==> config.mk <==
export PLATFORM = sky130hd
export DESIGN_NAME = hsv_gradient_pattern_generator_flat
export DESIGN_NICKNAME = d
export VERILOG_FILES = /design/src/rtl/hgp_pkg.sv /design/src/rtl/hgp_ifs.sv /design/src/rtl/hgp_fifo.sv /design/src/rtl/hgp_front.sv /design/src/rtl/hgp_div.sv /design/src/rtl/hgp_back.sv /design/src/rtl/hsv_gradient_pattern_generator.sv /design/src/flat_wrapper.sv
export SDC_FILE = /design/constraint.sdc
export NUM_CORES = 2
export LEC_CHECK = 0
export ABC_AREA = 1
export BUFFER_PORTS_ARGS = -buffer_cell sky130_fd_sc_hd__buf_4
export CAP_MARGIN = 20
export CORE_UTILIZATION = 45
export CTS_CLUSTER_SIZE = 40
export DETAILED_ROUTE_END_ITERATION = 10
export PLACE_DENSITY_LB_ADDON = 0.3
export SLEW_MARGIN = 0
export SYNTH_ARGS = -nofsm -noshare
export SYNTH_HDL_FRONTEND = slang
export SYNTH_SLANG_ARGS = --single-unit
==> constraint.sdc <==
create_clock -name clk -period 11.8 [get_ports clk]
set_input_delay 3.54 -clock clk [delete_from_list [all_inputs] [get_ports clk]]
set_output_delay 3.54 -clock clk [all_outputs]
set_load 0.02 [all_outputs]
==> src/rtl/hgp_pkg.sv <==
// Shared types, constants and helpers for the HSV gradient pattern generator.
`timescale 1ns / 1ps
`default_nettype none

package hgp_pkg;

  localparam int CFG_W     = 13;
  localparam int CFG_IDX_W = 2;

  localparam logic [CFG_IDX_W-1:0] CFG_LINE_WIDTH   = 2'd0;
  localparam logic [CFG_IDX_W-1:0] CFG_FRAME_HEIGHT = 2'd1;
  localparam logic [CFG_IDX_W-1:0] CFG_SATURATION   = 2'd2;

  localparam logic [CFG_W-1:0] RST_LINE_WIDTH   = 13'd800;
  localparam logic [CFG_W-1:0] RST_FRAME_HEIGHT = 13'd200;
  localparam logic [CFG_W-1:0] RST_SATURATION   = 13'd4096;

  // largest size a 13-bit size register can hold
  localparam int DIM_CAP = 8191;

  localparam int               Q12_W    = 13;
  localparam logic [Q12_W-1:0] Q12_ONE  = 13'd4096;
  localparam int               QUO_W    = 15;
  localparam logic [QUO_W-1:0] HUE_SPAN = 15'd24576;
  localparam logic [11:0]      V_DROP   = 12'd2458;

  typedef struct packed {
    logic eol;
    logic eof;
  } flags_t;

  typedef enum logic [2:0] {
    BK_IDLE,
    BK_DIV_H,
    BK_DIV_V,
    BK_MUL_C,
    BK_MUL_MID,
    BK_EMIT
  } bk_state_t;

  // round(a * 255 / 4096), half up
  function automatic logic [7:0] to_byte(input logic [Q12_W-1:0] a);
    logic [19:0] t;
    t = ({7'd0, a} << 8) - {7'd0, a} + 20'd2048;
    return t[19:12];
  endfunction

endpackage

`default_nettype wire

==> src/rtl/hgp_ifs.sv <==
// Valid/ready channel interfaces for the request and pixel streams.
`timescale 1ns / 1ps
`default_nettype none

interface hgp_in_if;
  logic valid;
  logic ready;
  logic restart_frame;
  modport source (output valid, output restart_frame, input ready);
  modport sink   (input valid, input restart_frame, output ready);
endinterface

interface hgp_out_if;
  logic       valid;
  logic       ready;
  logic [7:0] red;
  logic [7:0] green;
  logic [7:0] blue;
  logic       end_of_line;
  logic       end_of_frame;
  modport source (output valid, output red, output green, output blue,
                  output end_of_line, output end_of_frame, input ready);
  modport sink   (input valid, input red, input green, input blue,
                  input end_of_line, input end_of_frame, output ready);
endinterface

`default_nettype wire

==> src/rtl/hgp_fifo.sv <==
// Small register queue between the raster front end and the color back end.
`timescale 1ns / 1ps
`default_nettype none

module hgp_fifo #(
  parameter int DW    = 8,
  parameter int DEPTH = 2
) (
  input  logic          clk,
  input  logic          rst_n,
  input  logic          push,
  input  logic [DW-1:0] wdata,
  output logic          full,
  output logic          valid,
  input  logic          pop,
  output logic [DW-1:0] rdata
);

  localparam int AW = (DEPTH > 1) ? $clog2(DEPTH) : 1;
  localparam int CW = $clog2(DEPTH + 1);

  logic [DW-1:0] mem [DEPTH];
  logic [AW-1:0] wr_ptr_r;
  logic [AW-1:0] rd_ptr_r;
  logic [CW-1:0] cnt_r;
  logic          do_push;
  logic          do_pop;

  assign full    = (cnt_r == CW'(DEPTH));
  assign valid   = (cnt_r != '0);
  assign do_push = push && !full;
  assign do_pop  = pop && valid;
  assign rdata   = mem[rd_ptr_r];

  always_ff @(posedge clk) begin
    if (!rst_n) begin
      wr_ptr_r <= '0;
      rd_ptr_r <= '0;
      cnt_r    <= '0;
    end else begin
      if (do_push) begin
        wr_ptr_r <= (wr_ptr_r == AW'(DEPTH - 1)) ? '0 : wr_ptr_r + 1'b1;
      end
      if (do_pop) begin
        rd_ptr_r <= (rd_ptr_r == AW'(DEPTH - 1)) ? '0 : rd_ptr_r + 1'b1;
      end
      if (do_push && !do_pop) begin
        cnt_r <= cnt_r + 1'b1;
      end else if (do_pop && !do_push) begin
        cnt_r <= cnt_r - 1'b1;
      end
    end
  end

  always_ff @(posedge clk) begin
    if (do_push) begin
      mem[wr_ptr_r] <= wdata;
    end
  end

endmodule

`default_nettype wire

==> src/rtl/hgp_front.sv <==
// Front end: takes requests, keeps the raster position and queues pixel coordinates.
`timescale 1ns / 1ps
`default_nettype none

module hgp_front import hgp_pkg::*; #(
  parameter int XW = 12,
  parameter int YW = 12
) (
  input  logic              clk,
  input  logic              rst_n,
  hgp_in_if.sink            in_chan,
  input  logic [XW-1:0]     wm1,
  input  logic [YW-1:0]     hm1,
  input  logic              q_full,
  output logic              q_push,
  output logic [XW+YW+1:0]  q_wdata
);

  logic [XW-1:0] col_r, col_nxt;
  logic [YW-1:0] row_r, row_nxt;
  logic [XW-1:0] xs, x;
  logic [YW-1:0] ys, y;
  flags_t        flags;
  logic          xfer;

  assign in_chan.ready = !q_full;
  assign xfer          = in_chan.valid && !q_full;
  assign q_push        = xfer;

  always_comb begin
    xs        = in_chan.restart_frame ? '0 : col_r;
    ys        = in_chan.restart_frame ? '0 : row_r;
    x         = (xs > wm1) ? wm1 : xs;
    y         = (ys > hm1) ? hm1 : ys;
    flags.eol = (x == wm1);
    flags.eof = flags.eol && (y == hm1);
    q_wdata   = {x, y, flags};

    col_nxt = col_r;
    row_nxt = row_r;
    if (xfer) begin
      if (flags.eol) begin
        col_nxt = '0;
        row_nxt = flags.eof ? '0 : y + 1'b1;
      end else begin
        col_nxt = x + 1'b1;
        row_nxt = y;
      end
    end
  end

  always_ff @(posedge clk) begin
    if (!rst_n) begin
      col_r <= '0;
      row_r <= '0;
    end else begin
      col_r <= col_nxt;
      row_r <= row_nxt;
    end
  end

endmodule

`default_nettype wire

==> src/rtl/hgp_div.sv <==
// Restoring divider, one quotient bit per cycle; quotient known to fit QW bits.
`timescale 1ns / 1ps
`default_nettype none

module hgp_div #(
  parameter int RW  = 27,
  parameter int DVW = 12,
  parameter int QW  = 15
) (
  input  logic           clk,
  input  logic           rst_n,
  input  logic           start,
  input  logic [RW-1:0]  num,
  input  logic [DVW-1:0] den,
  output logic           done,
  output logic [QW-1:0]  quo
);

  localparam int CNTW = $clog2(QW);

  logic            busy_r;
  logic            done_r;
  logic [CNTW-1:0] cnt_r;
  logic [RW-1:0]   rem_r;
  logic [RW-1:0]   dsh_r;
  logic [QW-1:0]   quo_r;
  logic            ge;

  assign ge   = (rem_r >= dsh_r);
  assign done = done_r;
  assign quo  = quo_r;

  always_ff @(posedge clk) begin
    if (!rst_n) begin
      busy_r <= 1'b0;
      done_r <= 1'b0;
      cnt_r  <= '0;
    end else if (start) begin
      busy_r <= 1'b1;
      done_r <= 1'b0;
      cnt_r  <= '0;
    end else if (busy_r) begin
      cnt_r <= cnt_r + 1'b1;
      if (cnt_r == CNTW'(QW - 1)) begin
        busy_r <= 1'b0;
        done_r <= 1'b1;
      end
    end else begin
      done_r <= 1'b0;
    end
  end

  always_ff @(posedge clk) begin
    if (start) begin
      rem_r <= num;
      dsh_r <= RW'(den) << (QW - 1);
      quo_r <= '0;
    end else if (busy_r) begin
      if (ge) begin
        rem_r <= rem_r - dsh_r;
      end
      dsh_r <= dsh_r >> 1;
      quo_r <= {quo_r[QW-2:0], ge};
    end
  end

endmodule

`default_nettype wire

==> src/rtl/hgp_back.sv <==
// Back end: hue and value division, HSV to RGB math and the output register.
`timescale 1ns / 1ps
`default_nettype none

module hgp_back import hgp_pkg::*; #(
  parameter int XW  = 12,
  parameter int YW  = 12,
  parameter int DVW = 12,
  parameter int RW  = 27
) (
  input  logic              clk,
  input  logic              rst_n,
  input  logic              q_valid,
  input  logic [XW+YW+1:0]  q_rdata,
  output logic              q_pop,
  input  logic [XW-1:0]     wm1,
  input  logic [YW-1:0]     hm1,
  input  logic [Q12_W-1:0]  sat,
  hgp_out_if.source         out_chan
);

  bk_state_t state_r, state_nxt;

  logic [XW-1:0]    qx;
  logic [YW-1:0]    qy;
  flags_t           qf;
  logic [YW-1:0]    y_r;
  flags_t           flags_r;
  logic [QUO_W-1:0] h6_r;
  logic [Q12_W-1:0] v_r, c_r, m_r, mid_r;

  logic             div_start;
  logic [RW-1:0]    div_num;
  logic [DVW-1:0]   div_den;
  logic             div_done;
  logic [QUO_W-1:0] div_quo;

  logic             ld_item, ld_h6, ld_v, ld_c, ld_mid, ld_out;
  logic             out_free;
  logic [2*Q12_W-1:0] prod_c, prod_m;
  logic [Q12_W-1:0] fsel;
  logic [Q12_W-1:0] r1, g1, b1;

  logic             out_valid_r;
  logic [7:0]       red_r, green_r, blue_r;
  flags_t           oflags_r;

  assign qx = q_rdata[XW+YW+1 -: XW];
  assign qy = q_rdata[YW+1 -: YW];
  assign qf = flags_t'(q_rdata[1:0]);

  assign out_free = !out_valid_r || out_chan.ready;

  hgp_div #(.RW(RW), .DVW(DVW), .QW(QUO_W)) u_div (
    .clk   (clk),
    .rst_n (rst_n),
    .start (div_start),
    .num   (div_num),
    .den   (div_den),
    .done  (div_done),
    .quo   (div_quo)
  );

  always_comb begin
    state_nxt = state_r;
    q_pop     = 1'b0;
    div_start = 1'b0;
    div_num   = (RW'(qx) << 14) + (RW'(qx) << 13);
    div_den   = DVW'(wm1);
    ld_item   = 1'b0;
    ld_h6     = 1'b0;
    ld_v      = 1'b0;
    ld_c      = 1'b0;
    ld_mid    = 1'b0;
    ld_out    = 1'b0;
    unique case (state_r)
      BK_IDLE: begin
        if (q_valid) begin
          q_pop     = 1'b1;
          ld_item   = 1'b1;
          div_start = 1'b1;
          state_nxt = BK_DIV_H;
        end
      end
      BK_DIV_H: begin
        div_num = RW'(y_r) * RW'(V_DROP);
        div_den = DVW'(hm1);
        if (div_done) begin
          ld_h6     = 1'b1;
          div_start = 1'b1;
          state_nxt = BK_DIV_V;
        end
      end
      BK_DIV_V: begin
        if (div_done) begin
          ld_v      = 1'b1;
          state_nxt = BK_MUL_C;
        end
      end
      BK_MUL_C: begin
        ld_c      = 1'b1;
        state_nxt = BK_MUL_MID;
      end
      BK_MUL_MID: begin
        ld_mid    = 1'b1;
        state_nxt = BK_EMIT;
      end
      BK_EMIT: begin
        if (out_free) begin
          ld_out    = 1'b1;
          state_nxt = BK_IDLE;
        end
      end
      default: state_nxt = BK_IDLE;
    endcase
  end

  always_ff @(posedge clk) begin
    if (!rst_n) begin
      state_r     <= BK_IDLE;
      out_valid_r <= 1'b0;
    end else begin
      state_r <= state_nxt;
      if (ld_out) begin
        out_valid_r <= 1'b1;
      end else if (out_chan.ready) begin
        out_valid_r <= 1'b0;
      end
    end
  end

  assign prod_c = {{Q12_W{1'b0}}, v_r} * {{Q12_W{1'b0}}, sat};
  assign fsel   = h6_r[12] ? (Q12_ONE - {1'b0, h6_r[11:0]}) : {1'b0, h6_r[11:0]};
  assign prod_m = {{Q12_W{1'b0}}, c_r} * {{Q12_W{1'b0}}, fsel};

  always_comb begin
    unique case (h6_r[14:12])
      3'd0:    begin r1 = c_r;   g1 = mid_r; b1 = '0;    end
      3'd1:    begin r1 = mid_r; g1 = c_r;   b1 = '0;    end
      3'd2:    begin r1 = '0;    g1 = c_r;   b1 = mid_r; end
      3'd3:    begin r1 = '0;    g1 = mid_r; b1 = c_r;   end
      3'd4:    begin r1 = mid_r; g1 = '0;    b1 = c_r;   end
      default: begin r1 = c_r;   g1 = '0;    b1 = mid_r; end
    endcase
  end

  always_ff @(posedge clk) begin
    if (ld_item) begin
      y_r     <= qy;
      flags_r <= qf;
    end
    if (ld_h6) begin
      h6_r <= (div_quo >= HUE_SPAN) ? div_quo - HUE_SPAN : div_quo;
    end
    if (ld_v) begin
      v_r <= Q12_ONE - div_quo[Q12_W-1:0];
    end
    if (ld_c) begin
      c_r <= prod_c[Q12_W+11:12];
    end
    if (ld_mid) begin
      mid_r <= prod_m[Q12_W+11:12];
      m_r   <= v_r - c_r;
    end
    if (ld_out) begin
      red_r    <= to_byte(r1 + m_r);
      green_r  <= to_byte(g1 + m_r);
      blue_r   <= to_byte(b1 + m_r);
      oflags_r <= flags_r;
    end
  end

  assign out_chan.valid        = out_valid_r;
  assign out_chan.red          = red_r;
  assign out_chan.green        = green_r;
  assign out_chan.blue         = blue_r;
  assign out_chan.end_of_line  = oflags_r.eol;
  assign out_chan.end_of_frame = oflags_r.eof;

endmodule

`default_nettype wire

==> src/rtl/hsv_gradient_pattern_generator.sv <==
// Top level: HSV gradient raster test-pattern generator.
//
// Each transfer on in_chan requests one pixel; each transfer on out_chan
// returns it as 8-bit red/green/blue plus end_of_line / end_of_frame flags.
// restart_frame = 1 restarts the raster at pixel (0,0) before that pixel.
// Hue sweeps the color circle across a row; value falls from 1.0 at the top
// row to 0.4 at the bottom row; saturation comes from a register.
// cfg_we/cfg_index/cfg_wdata write line_width (0), frame_height (1) and
// saturation (2); other indexes are ignored. Write only while idle.
// A two-entry queue decouples the request side from the color math, so
// requests are taken while a pixel is being computed or waits on out_chan.
// The back end takes one queued pixel at a time: hue division, value
// division, chroma and mid products, then the output register. The shared
// 15-step divider runs once for hue and once for value per pixel.
// Reset (rst_n low, synchronous) restores 800x200, full saturation and the
// raster position (0,0), and empties the queue. When out_chan stalls the
// pixel holds; up to three more requests are absorbed before in_chan.ready
// drops.
`timescale 1ns / 1ps
`default_nettype none

module hsv_gradient_pattern_generator import hgp_pkg::*; #(
  parameter int MAX_WIDTH  = 4096,
  parameter int MAX_HEIGHT = 4096
) (
  input  logic                 clk,
  input  logic                 rst_n,
  input  logic                 cfg_we,
  input  logic [CFG_IDX_W-1:0] cfg_index,
  input  logic [CFG_W-1:0]     cfg_wdata,
  hgp_in_if.sink               in_chan,
  hgp_out_if.source            out_chan
);

  localparam int WCAP   = (MAX_WIDTH < DIM_CAP) ? MAX_WIDTH : DIM_CAP;
  localparam int HCAP   = (MAX_HEIGHT < DIM_CAP) ? MAX_HEIGHT : DIM_CAP;
  localparam int XW     = $clog2(WCAP);
  localparam int YW     = $clog2(HCAP);
  localparam int DVW    = (XW > YW) ? XW : YW;
  localparam int RW     = DVW + QUO_W;
  localparam int QDW    = XW + YW + 2;
  localparam int QDEPTH = 2;

  logic [CFG_W-1:0] line_width_r, frame_height_r, saturation_r;
  logic [CFG_W-1:0] wm1_full, hm1_full;
  logic [XW-1:0]    wm1;
  logic [YW-1:0]    hm1;
  logic [Q12_W-1:0] sat_eff;

  logic             q_push, q_full, q_valid, q_pop;
  logic [QDW-1:0]   q_wdata, q_rdata;

  always_ff @(posedge clk) begin
    if (!rst_n) begin
      line_width_r   <= RST_LINE_WIDTH;
      frame_height_r <= RST_FRAME_HEIGHT;
      saturation_r   <= RST_SATURATION;
    end else if (cfg_we) begin
      unique case (cfg_index)
        CFG_LINE_WIDTH:   line_width_r   <= cfg_wdata;
        CFG_FRAME_HEIGHT: frame_height_r <= cfg_wdata;
        CFG_SATURATION:   saturation_r   <= cfg_wdata;
        default: ;
      endcase
    end
  end

  always_comb begin
    if (line_width_r < 13'd2) begin
      wm1_full = 13'd1;
    end else if (line_width_r > CFG_W'(WCAP)) begin
      wm1_full = CFG_W'(WCAP - 1);
    end else begin
      wm1_full = line_width_r - 13'd1;
    end
    if (frame_height_r < 13'd2) begin
      hm1_full = 13'd1;
    end else if (frame_height_r > CFG_W'(HCAP)) begin
      hm1_full = CFG_W'(HCAP - 1);
    end else begin
      hm1_full = frame_height_r - 13'd1;
    end
  end

  assign wm1     = wm1_full[XW-1:0];
  assign hm1     = hm1_full[YW-1:0];
  assign sat_eff = (saturation_r > Q12_ONE) ? Q12_ONE : saturation_r;

  hgp_front #(.XW(XW), .YW(YW)) u_front (
    .clk     (clk),
    .rst_n   (rst_n),
    .in_chan (in_chan),
    .wm1     (wm1),
    .hm1     (hm1),
    .q_full  (q_full),
    .q_push  (q_push),
    .q_wdata (q_wdata)
  );

  hgp_fifo #(.DW(QDW), .DEPTH(QDEPTH)) u_fifo (
    .clk   (clk),
    .rst_n (rst_n),
    .push  (q_push),
    .wdata (q_wdata),
    .full  (q_full),
    .valid (q_valid),
    .pop   (q_pop),
    .rdata (q_rdata)
  );

  hgp_back #(.XW(XW), .YW(YW), .DVW(DVW), .RW(RW)) u_back (
    .clk      (clk),
    .rst_n    (rst_n),
    .q_valid  (q_valid),
    .q_rdata  (q_rdata),
    .q_pop    (q_pop),
    .wm1      (wm1),
    .hm1      (hm1),
    .sat      (sat_eff),
    .out_chan (out_chan)
  );

endmodule

`default_nettype wire

==> src/flat_wrapper.sv <==
// flat-port wrapper written by rule: the top's interface ports become plain ports
module hsv_gradient_pattern_generator_flat import hgp_pkg::*;
#(
  parameter int MAX_WIDTH  = 4096,
  parameter int MAX_HEIGHT = 4096
)
  (clk, rst_n, cfg_we, cfg_index, cfg_wdata, in_chan_valid, in_chan_restart_frame, in_chan_ready, out_chan_valid, out_chan_red, out_chan_green, out_chan_blue, out_chan_end_of_line, out_chan_end_of_frame, out_chan_ready);
  hgp_in_if in_chan_i ();
  hgp_out_if out_chan_i ();
  input  logic clk;
  input  logic rst_n;
  input  logic cfg_we;
  input  logic [CFG_IDX_W-1:0] cfg_index;
  input  logic [CFG_W-1:0] cfg_wdata;
  input wire logic [$bits(in_chan_i.valid)-1:0] in_chan_valid;
  input wire logic [$bits(in_chan_i.restart_frame)-1:0] in_chan_restart_frame;
  output wire logic [$bits(in_chan_i.ready)-1:0] in_chan_ready;
  output wire logic [$bits(out_chan_i.valid)-1:0] out_chan_valid;
  output wire logic [$bits(out_chan_i.red)-1:0] out_chan_red;
  output wire logic [$bits(out_chan_i.green)-1:0] out_chan_green;
  output wire logic [$bits(out_chan_i.blue)-1:0] out_chan_blue;
  output wire logic [$bits(out_chan_i.end_of_line)-1:0] out_chan_end_of_line;
  output wire logic [$bits(out_chan_i.end_of_frame)-1:0] out_chan_end_of_frame;
  input wire logic [$bits(out_chan_i.ready)-1:0] out_chan_ready;
  assign in_chan_i.valid = in_chan_valid;
  assign in_chan_i.restart_frame = in_chan_restart_frame;
  assign in_chan_ready = in_chan_i.ready;
  assign out_chan_valid = out_chan_i.valid;
  assign out_chan_red = out_chan_i.red;
  assign out_chan_green = out_chan_i.green;
  assign out_chan_blue = out_chan_i.blue;
  assign out_chan_end_of_line = out_chan_i.end_of_line;
  assign out_chan_end_of_frame = out_chan_i.end_of_frame;
  assign out_chan_i.ready = out_chan_ready;
  hsv_gradient_pattern_generator #(.MAX_WIDTH(MAX_WIDTH), .MAX_HEIGHT(MAX_HEIGHT)) u_core (.clk(clk), .rst_n(rst_n), .cfg_we(cfg_we), .cfg_index(cfg_index), .cfg_wdata(cfg_wdata), .in_chan(in_chan_i), .out_chan(out_chan_i));
endmodule
* Word-level counts from Yosys, hierarchy flattened *
Memory sizes are Yosys's and may differ from the RTL's. A register that Yosys moved wholly into a read port is not among the register bits.
Cells that the tools add are included.

operators by class
  bitwise operators = 2
  multiply operators = 3
  add/sub/neg operators = 24
  magnitude comparators = 9
  reductions and logical operators = 32
  equal/unequal tests = 19
  muxes and demuxes = 52

operators by type and width
  cell                                                                    number
  12-bit 2-to-1 mux                                                       12
  27-bit 2-to-1 mux                                                       4
  13-bit case mux with 2 select lines                                     3
  20-bit by 12-bit adder with 20-bit output (second input constant)       3
  20-bit by 13-bit subtractor with 20-bit output                          3
  26-bit 2-to-1 mux                                                       2
  13-bit by 13-bit multiplier with 25-bit output                          2
  13-bit adder                                                            3
  13-bit greater-than comparator (second input constant)                  3
  26-bit by 25-bit adder with 27-bit output                               1
  27-bit by 26-bit greater-or-equal comparator with 1-bit output          1
  27-bit by 26-bit subtractor with 27-bit output                          1
  13-bit by 2-bit < comparator with 1-bit output (second input constant)  2
  13-bit 2-to-1 mux                                                       2
  12-bit by 1-bit adder with 12-bit output (second input constant)        2
  12-bit == test                                                          2
  12-bit greater-than comparator                                          2
  12-bit by 1-bit subtractor with 12-bit output (second input constant)   2
  12-bit by 11-bit multiplier with 23-bit output (second input constant)  1
  1-bit 2-to-1 mux                                                        20
  3-bit case mux with 6 select lines                                      1
  15-bit greater-or-equal comparator (second input constant)              1
  15-bit 2-to-1 mux                                                       1
  15-bit subtractor (second input constant)                               1
  29 further kinds                                                        66

word-level totals
  word-level logic and storage cells = 172
  input bits = 21
  register bits after elaboration = 252
  memories = 1
  memory bits (writable) = 52
  output and inout bits = 28

memory list
  name               depth  bits a word  read ports  clocked after Yosys merged registers in  wr ports  RTL line        text
  u_core.u_fifo.mem  2      26           1           1                                        1         hgp_fifo.sv:22  logic [DW-1:0] mem [DEPTH];

* Depth between registers and ports, before layout *
  depth after elaboration = 9
  mapped depth = 32
  gate-level depth less buffers = 32

* Modules after synthesis *
From an unflattened synthesis, not the netlist that was laid out.

unflattened totals
  cells, all modules = 4944
  area, all modules = 36214.7 sq um

modules (own cells, without submodules)
  module                          seq. area each (sq um)  cells an instance  instances  area each (sq um)
  hgp_back                        3293.2                  3143               1          23483.8
  hgp_div                         1871.8                  755                1          5008.6
  hgp_front                       480.5                   595                1          3279.4
  hgp_fifo                        1661.6                  118                1          2225.9
  hsv_gradient_pattern_generator  780.7                   333                1          2217.1

* Worst setup path after synthesis *
Ideal clock, no wire load.

  kind = input to register
  start point = input in_chan_restart_frame
  end point = register u_core.u_front.row_r[8]
  path buffers = 3
  setup time = 0.070 ns
  required time = 11.730 ns
  path slack = 5.479 ns
  stages on the path = 21
  arrival time = 6.250 ns
  path through = clkbuf_1 -> buf_2 -> nor2_1 -> ha_1 -> nand2_1 -> nor2_1 -> and2_1 -> nand4_1 -> nand2_2 -> buf_4 -> nand2_1 -> o21ai_1 -> ha_1 -> nand3_1 -> nor2_1 -> inv_1 -> nor2_1 -> nand2_1 -> nand2_1 -> nand2_1 -> a21oi_1

between the ends
  cells in the longest elaborated chain, start to end = 7
  elaborated cells on any way between the ends = 12
  classes of those cells = add/sub (1); order compare (2); eq/ne (2); mux (6); reduce/logical (1)

ends and longest elaborated chain
  item                                                                              RTL line                              text
  start: declaration                                                                flat_wrapper.sv:16                    input wire logic [$bits(in_chan_i.restart_frame)-1:0] in_chan_restart_frame;
  12-bit 2-to-1 mux (*)                                                             hgp_front.sv:32                       ys = in_chan.restart_frame ? '0 : row_r;
  12-bit greater-than comparator                                                    hgp_front.sv:34                       y = (ys > hm1) ? hm1 : ys;
  12-bit 2-to-1 mux (*)                                                             hgp_front.sv:34
  via u_core.q_wdata[3]                                                             hsv_gradient_pattern_generator.sv:51  logic [QDW-1:0] q_wdata, q_rdata;
  branches (longest 2 deep; another with 12-bit by 1-bit adder with 12-bit output)  n/a
  12-bit 2-to-1 mux (*)                                                             hgp_front.sv:44                       row_nxt = flags.eof ? '0 : y + 1'b1;
  12-bit 2-to-1 mux (*)                                                             hgp_front.sv:42                       if (flags.eol) begin
  end signal: assignment                                                            hgp_front.sv:58                       row_r <= row_nxt;
  end: declaration                                                                  hgp_front.sv:20                       logic [YW-1:0] row_r, row_nxt;

Mark *: on every way through the listed nets, which the timed path passes.
A chain may end at the register's enable or synchronous reset.

* Final worst setup path *
  start point = register u_core.u_back.h6_r[0]
  end point = register u_core.u_back.mid_r[10], data pin

between the ends
  cells in the longest elaborated chain, start to end = 3

ends and longest elaborated chain
  item                                                RTL line         text
  start: declaration                                  hgp_back.sv:29   logic [QUO_W-1:0] h6_r;
  start signal: assignment                            hgp_back.sv:153  h6_r <= (div_quo >= HUE_SPAN) ? div_quo - HUE_SPAN : div_quo;
  13-bit by 12-bit subtractor with 13-bit output      hgp_back.sv:133  assign fsel = h6_r[12] ? (Q12_ONE - {1'b0, h6_r[11:0]}) : {1'b0, h6_r[11:0]};
  13-bit 2-to-1 mux (*)                               hgp_back.sv:133
  13-bit by 13-bit multiplier with 25-bit output (*)  hgp_back.sv:134  assign prod_m = {{Q12_W{1'b0}}, c_r} * {{Q12_W{1'b0}}, fsel};
  via u_core.u_back.prod_m[22]                        hgp_back.sv:40   logic [2*Q12_W-1:0] prod_c, prod_m;
  end signal: assignment                              hgp_back.sv:162  mid_r <= prod_m[Q12_W+11:12];
  end: declaration                                    hgp_back.sv:30   logic [Q12_W-1:0] v_r, c_r, m_r, mid_r;

Mark *: on every way through the listed nets, which the timed path passes. The rest lies on a longest branch.

==> summary by stage <==
Critical path
The category of the worst setup path capture point is a register. On the worst path, the slowest cell contributes a delay of 0.67 ns. The worst reg2reg path startpoint is u_core.u_back.h6_r[0]. The kind of cell with the highest combined delay along the critical path is adder cells.

In this run the worst path has a maximum fanout of 13. The most critical setup path has its startpoint at u_core.u_back.h6_r[0]. The start-to-end type of the worst setup path is register to register. STA classifies the critical path startpoint as a register. The slack of the worst reg-to-reg path is 4.66 ns.

On the critical path, the stage with the largest delay is an instance of sky130_fd_sc_hd__nor4_1. Data on the critical path is required at its endpoint by 12.13 ns. The logic depth of the worst register-to-register path is 26. In this run the critical register-to-register path is captured at u_core.u_back.mid_r[10]. The critical path contains buffers and inverters numbering 6 combined. At the worst endpoint, the arrival time is 7.47 ns.

Hold path
The depth of the worst hold-timing path is 0. The tightest min-delay check is of the register to register type. The endpoint of the worst hold path is u_core.u_back.out_chan.end_of_frame. The worst hold path startpoint is u_core.u_back.flags_r[0].

Floorplanning
The top-level I/O count is 49. For this configuration, the core starts out at a cell density of 45.4%. From bottom edge to top edge, the die measures 273 um. The die outline area is 0.0746 sq mm. The floorplan has 99 rows. The die is 273 um wide. The floorplan step defined a core boundary enclosing 0.0728 sq mm.

Synthesis
Yosys mapped a number of flops with a built-in enable equal to 198. Of all cell types, the one taking the most synthesized area is sky130_fd_sc_hd__edfxtp_1. The most used flip-flop cell after synthesis is sky130_fd_sc_hd__edfxtp_1. Ranked by instance count, the synthesized netlist is headed by sky130_fd_sc_hd__nand2_1 (845), sky130_fd_sc_hd__inv_1 (815), sky130_fd_sc_hd__nor2_1 (389). After synthesis the netlist holds a flip-flop and latch count of 305. Of all flip-flops after synthesis, the portion carrying an async set or reset was 0%.

A synthesized cell averages 7.88 sq um. By instance count, the leading cell after synthesis is sky130_fd_sc_hd__nand2_1. Of the post-synthesis cell area, the dominant cell type holds 18.0%. The instance count of the mapped netlist is 4197. Ranked by total cell area, the synthesized netlist is headed by sky130_fd_sc_hd__edfxtp_1 (18%), sky130_fd_sc_hd__fa_1 (17%), sky130_fd_sc_hd__ha_1 (14%), sky130_fd_sc_hd__nand2_1 (9.6%), sky130_fd_sc_hd__inv_1 (9.2%). The sequential element share of the synthesized area is 24.4%. The total standard cell area after synthesis is 0.0331 sq mm. Yosys printed 0 warnings.

The number of different library cells in the post-synthesis netlist is 61. The number of nets in the synthesized netlist is 4869.

STA
The post-route setup TNS is 0 ns. The slew at the pin with the worst max-slew slack is 1.09 ns. Measured against its own limit, the worst slew margin works out to 27.1%. The number of hold violations in the final report is 0. The clock tree skew after final layout is 0.0209 ns.

The count of endpoints failing setup in the final report is 0. The part of the cycle the worst path needs is 60.5%. The worst path meets setup with 4.66 ns of slack. The max-slew violation total from the final report is 0. Derived from the worst setup path, the maximum achievable clock frequency is 140 MHz. The time the final worst path needs with I/O delays and setup is 7.14 ns.

Setup repair after global routing left no endpoint under its margin.

Power and ir drop
The part of the total power dissipated in the clock network is 13.5%. For this design the static power due to leakage is 17.6 nW. The power density over cell area is 263 mW/mm^2. The switching power is 4.72 mW.

The internal power of the cells totals 4.69 mW. Net switching is 50.2% of the power. The worst-case IR drop observed on VDD is 0.617 mV.

Combinational cells account for 69.4% of the total power. The design draws 9.41 mW. The portion of total power attributed to sequential cells is 17.2%.

GRT
The maximum number of pins on one net before global-route repair is 48. The first global-routing pass estimated 135000 um of wire. The number of global-route vias before repair is 26600. The total overflow left after global routing is 0. The number of antenna violations at the first check in global routing came to 0. The overall routing resource usage is 22.4%.

Placed design
The worst setup slack before clock tree synthesis is 4.70 ns. The total placed cells including tap cells is 5129. The cell area after placement is 0.0344 sq mm. The count of buffers from port buffering is 48. The weighted congestion at the end of routability-driven global placement is 0.902. The half-perimeter wire length of the detailed placement result is 65800 um.

Final layout
The share of post-route cells with drive strength above 1 is 4.92%. After routing the design area is 0.0358 sq mm. The diode insertion count for antenna repair is 0. After the last flow step, the layout net total stands at 4888. The area growth from synthesis to layout is 8.26%. For this run, the number of standard cells in the final layout without fillers is 5206.

Detailed routing
The detailed router finished its first iteration with 1703 violations. The detail route stage leaves a number of antenna-violating nets equal to 0. After detailed routing, the number of vias per cell comes to 5.20. The total length of routed wires is 82800 um. The average wire length per cell after detail routing is 15.9 um. The DRC violation count after routing is 0. Before antenna repair, the detailed router went through 7 iterations.

The number of vias in the routed layout is 27100.

Clocking
TritonCTS built the clock tree. CTS saw 305 sinks. The number of setup buffers added after CTS is 0.

The CTS H-tree depth is 2. The cell chosen for the clock root is sky130_fd_sc_hd__clkbuf_16. The clock latency of the later-clocked register in the worst-skew pair is 0.59 ns. The CTS buffer count is 39. The number of cells upsized or downsized after cts is 0.

The hold-fix buffer count after cts is 0. The clock-pin slew reported for the worst setup and hold paths after clock tree synthesis is 0.06 ns. The clock passes through at most 3 buffers.

Status
The run finished with clean final reports.

Flow run
Across the run, the number of max-cap violations was 0.
==> worst max-delay path by stage <==
stage | end | slack (ns) | depth (start not counted)
5_1_grt | u_core.u_back.mid_r[10] | 4.15 | 26
6_report | u_core.u_back.mid_r[10] | 4.66 | 26
4_1_cts | u_core.u_back.mid_r[10] | 4.66 | 26
2_1_floorplan | u_core.u_front.row_r[8] | 5.48 | 21
3_3_place_gp | u_core.u_back.mid_r[10] | 4.83 | 26
3_5_place_dp | u_core.u_back.mid_r[10] | 4.70 | 26
==> power groups by stage <==
| stage | combinational, mW | sequential [mW] | clock (mW) |
|---|---|---|---|
| after floorplan | 5.05 | 1.58 | 0 |
| after global placement | 6.40 | 1.64 | 0 |
| after detailed placement | 6.50 | 1.64 | 0 |
| after CTS | 6.56 | 1.62 | 1.30 |
| after global routing | 7.51 | 1.63 | 1.34 |
| final | 6.53 | 1.62 | 1.27 |
==> placed cells by master, fill, tap and decap left out, types with 6 or more instances in the layout <==
| master | Yosys | final |
|---|---|---|
| sky130_fd_sc_hd__a21o_1 | 15 | 15 |
| sky130_fd_sc_hd__a21oi_1 | 258 | 258 |
| sky130_fd_sc_hd__a31oi_1 | 14 | 14 |
| sky130_fd_sc_hd__buf_4 | 2 | 64 |
| sky130_fd_sc_hd__clkbuf_16 | 0 | 40 |
| sky130_fd_sc_hd__clkinv_1 | 19 | 21 |
| sky130_fd_sc_hd__clkinv_2 | 0 | 7 |
| sky130_fd_sc_hd__dfxtp_1 | 107 | 107 |
| sky130_fd_sc_hd__edfxtp_1 | 198 | 198 |
| sky130_fd_sc_hd__fa_1 | 276 | 276 |
| sky130_fd_sc_hd__ha_1 | 375 | 375 |
| sky130_fd_sc_hd__inv_1 | 815 | 815 |
| sky130_fd_sc_hd__inv_2 | 10 | 10 |
| sky130_fd_sc_hd__nand2_1 | 845 | 845 |
| sky130_fd_sc_hd__nand2_2 | 14 | 14 |
| sky130_fd_sc_hd__nand2_4 | 6 | 6 |
| sky130_fd_sc_hd__nand3_1 | 137 | 137 |
| sky130_fd_sc_hd__nand3b_1 | 6 | 6 |
| sky130_fd_sc_hd__nand4_1 | 33 | 33 |
| sky130_fd_sc_hd__nor2_1 | 389 | 385 |
| sky130_fd_sc_hd__nor2_2 | 10 | 13 |
| sky130_fd_sc_hd__nor3_1 | 37 | 36 |
| sky130_fd_sc_hd__nor4_1 | 8 | 8 |
| sky130_fd_sc_hd__o211ai_1 | 13 | 13 |
| sky130_fd_sc_hd__o21a_1 | 11 | 11 |
| sky130_fd_sc_hd__o21ai_0 | 182 | 182 |
| sky130_fd_sc_hd__o21bai_1 | 11 | 11 |
| sky130_fd_sc_hd__o221ai_1 | 15 | 15 |
| sky130_fd_sc_hd__o22ai_1 | 72 | 72 |
| sky130_fd_sc_hd__or2_2 | 18 | 18 |
| sky130_fd_sc_hd__xnor2_1 | 39 | 39 |
| sky130_fd_sc_hd__xor2_1 | 119 | 119 |
==> state kept, by name, indices dropped and copies added (netlist names), 15 cells and up, named ones only <==
| name | count |
|---|---|
| u_core.u_fifo.mem | 52 |
| u_core.u_back.u_div.dsh_r | 26 |
| u_core.u_back.u_div.quo | 15 |
| u_core.u_back.u_div.rem_r | 27 |
| u_core.u_back.h6_r | 15 |
==> layout make-up <==
class / count / area (sq um)
clock inverter: 23 / 289
clock buffer: 49 / 1070
fill: 7104 / 37000
sequential: 305 / 8090
multi-input combinational: 2959 / 21500
tap: 959 / 1200
timing repair buffer: 67 / 529
inverter: 844 / 3170
==> per-layer routing <==
layer,global-route usage (%),share of wire (%)
met2,37.7,47
met5,0,0
met1,29.6,44
met3,2.97,5.3
met4,7.72,3.4
==> per-stage QoR <==
stage	hold WS, ns	utilization (%)
detailed placement	0.413	47.2
global placement	0.407	47.2
floorplan	0.400	-
finish	0.425	49.2
CTS	0.427	49.1
global route	0.441	49.2
==> cell families after synthesis <==
family / synth area share, %
AO/OA/AOI/OAI: 10.8
flip-flops: 24.4
adder cells (fa/ha/maj): 30.9
XOR/XNOR: 4.18
buffers and inverters: 10.7
AND/OR/NAND/NOR: 19.0
No activity file was read; power rests on OpenSTA's default activity.
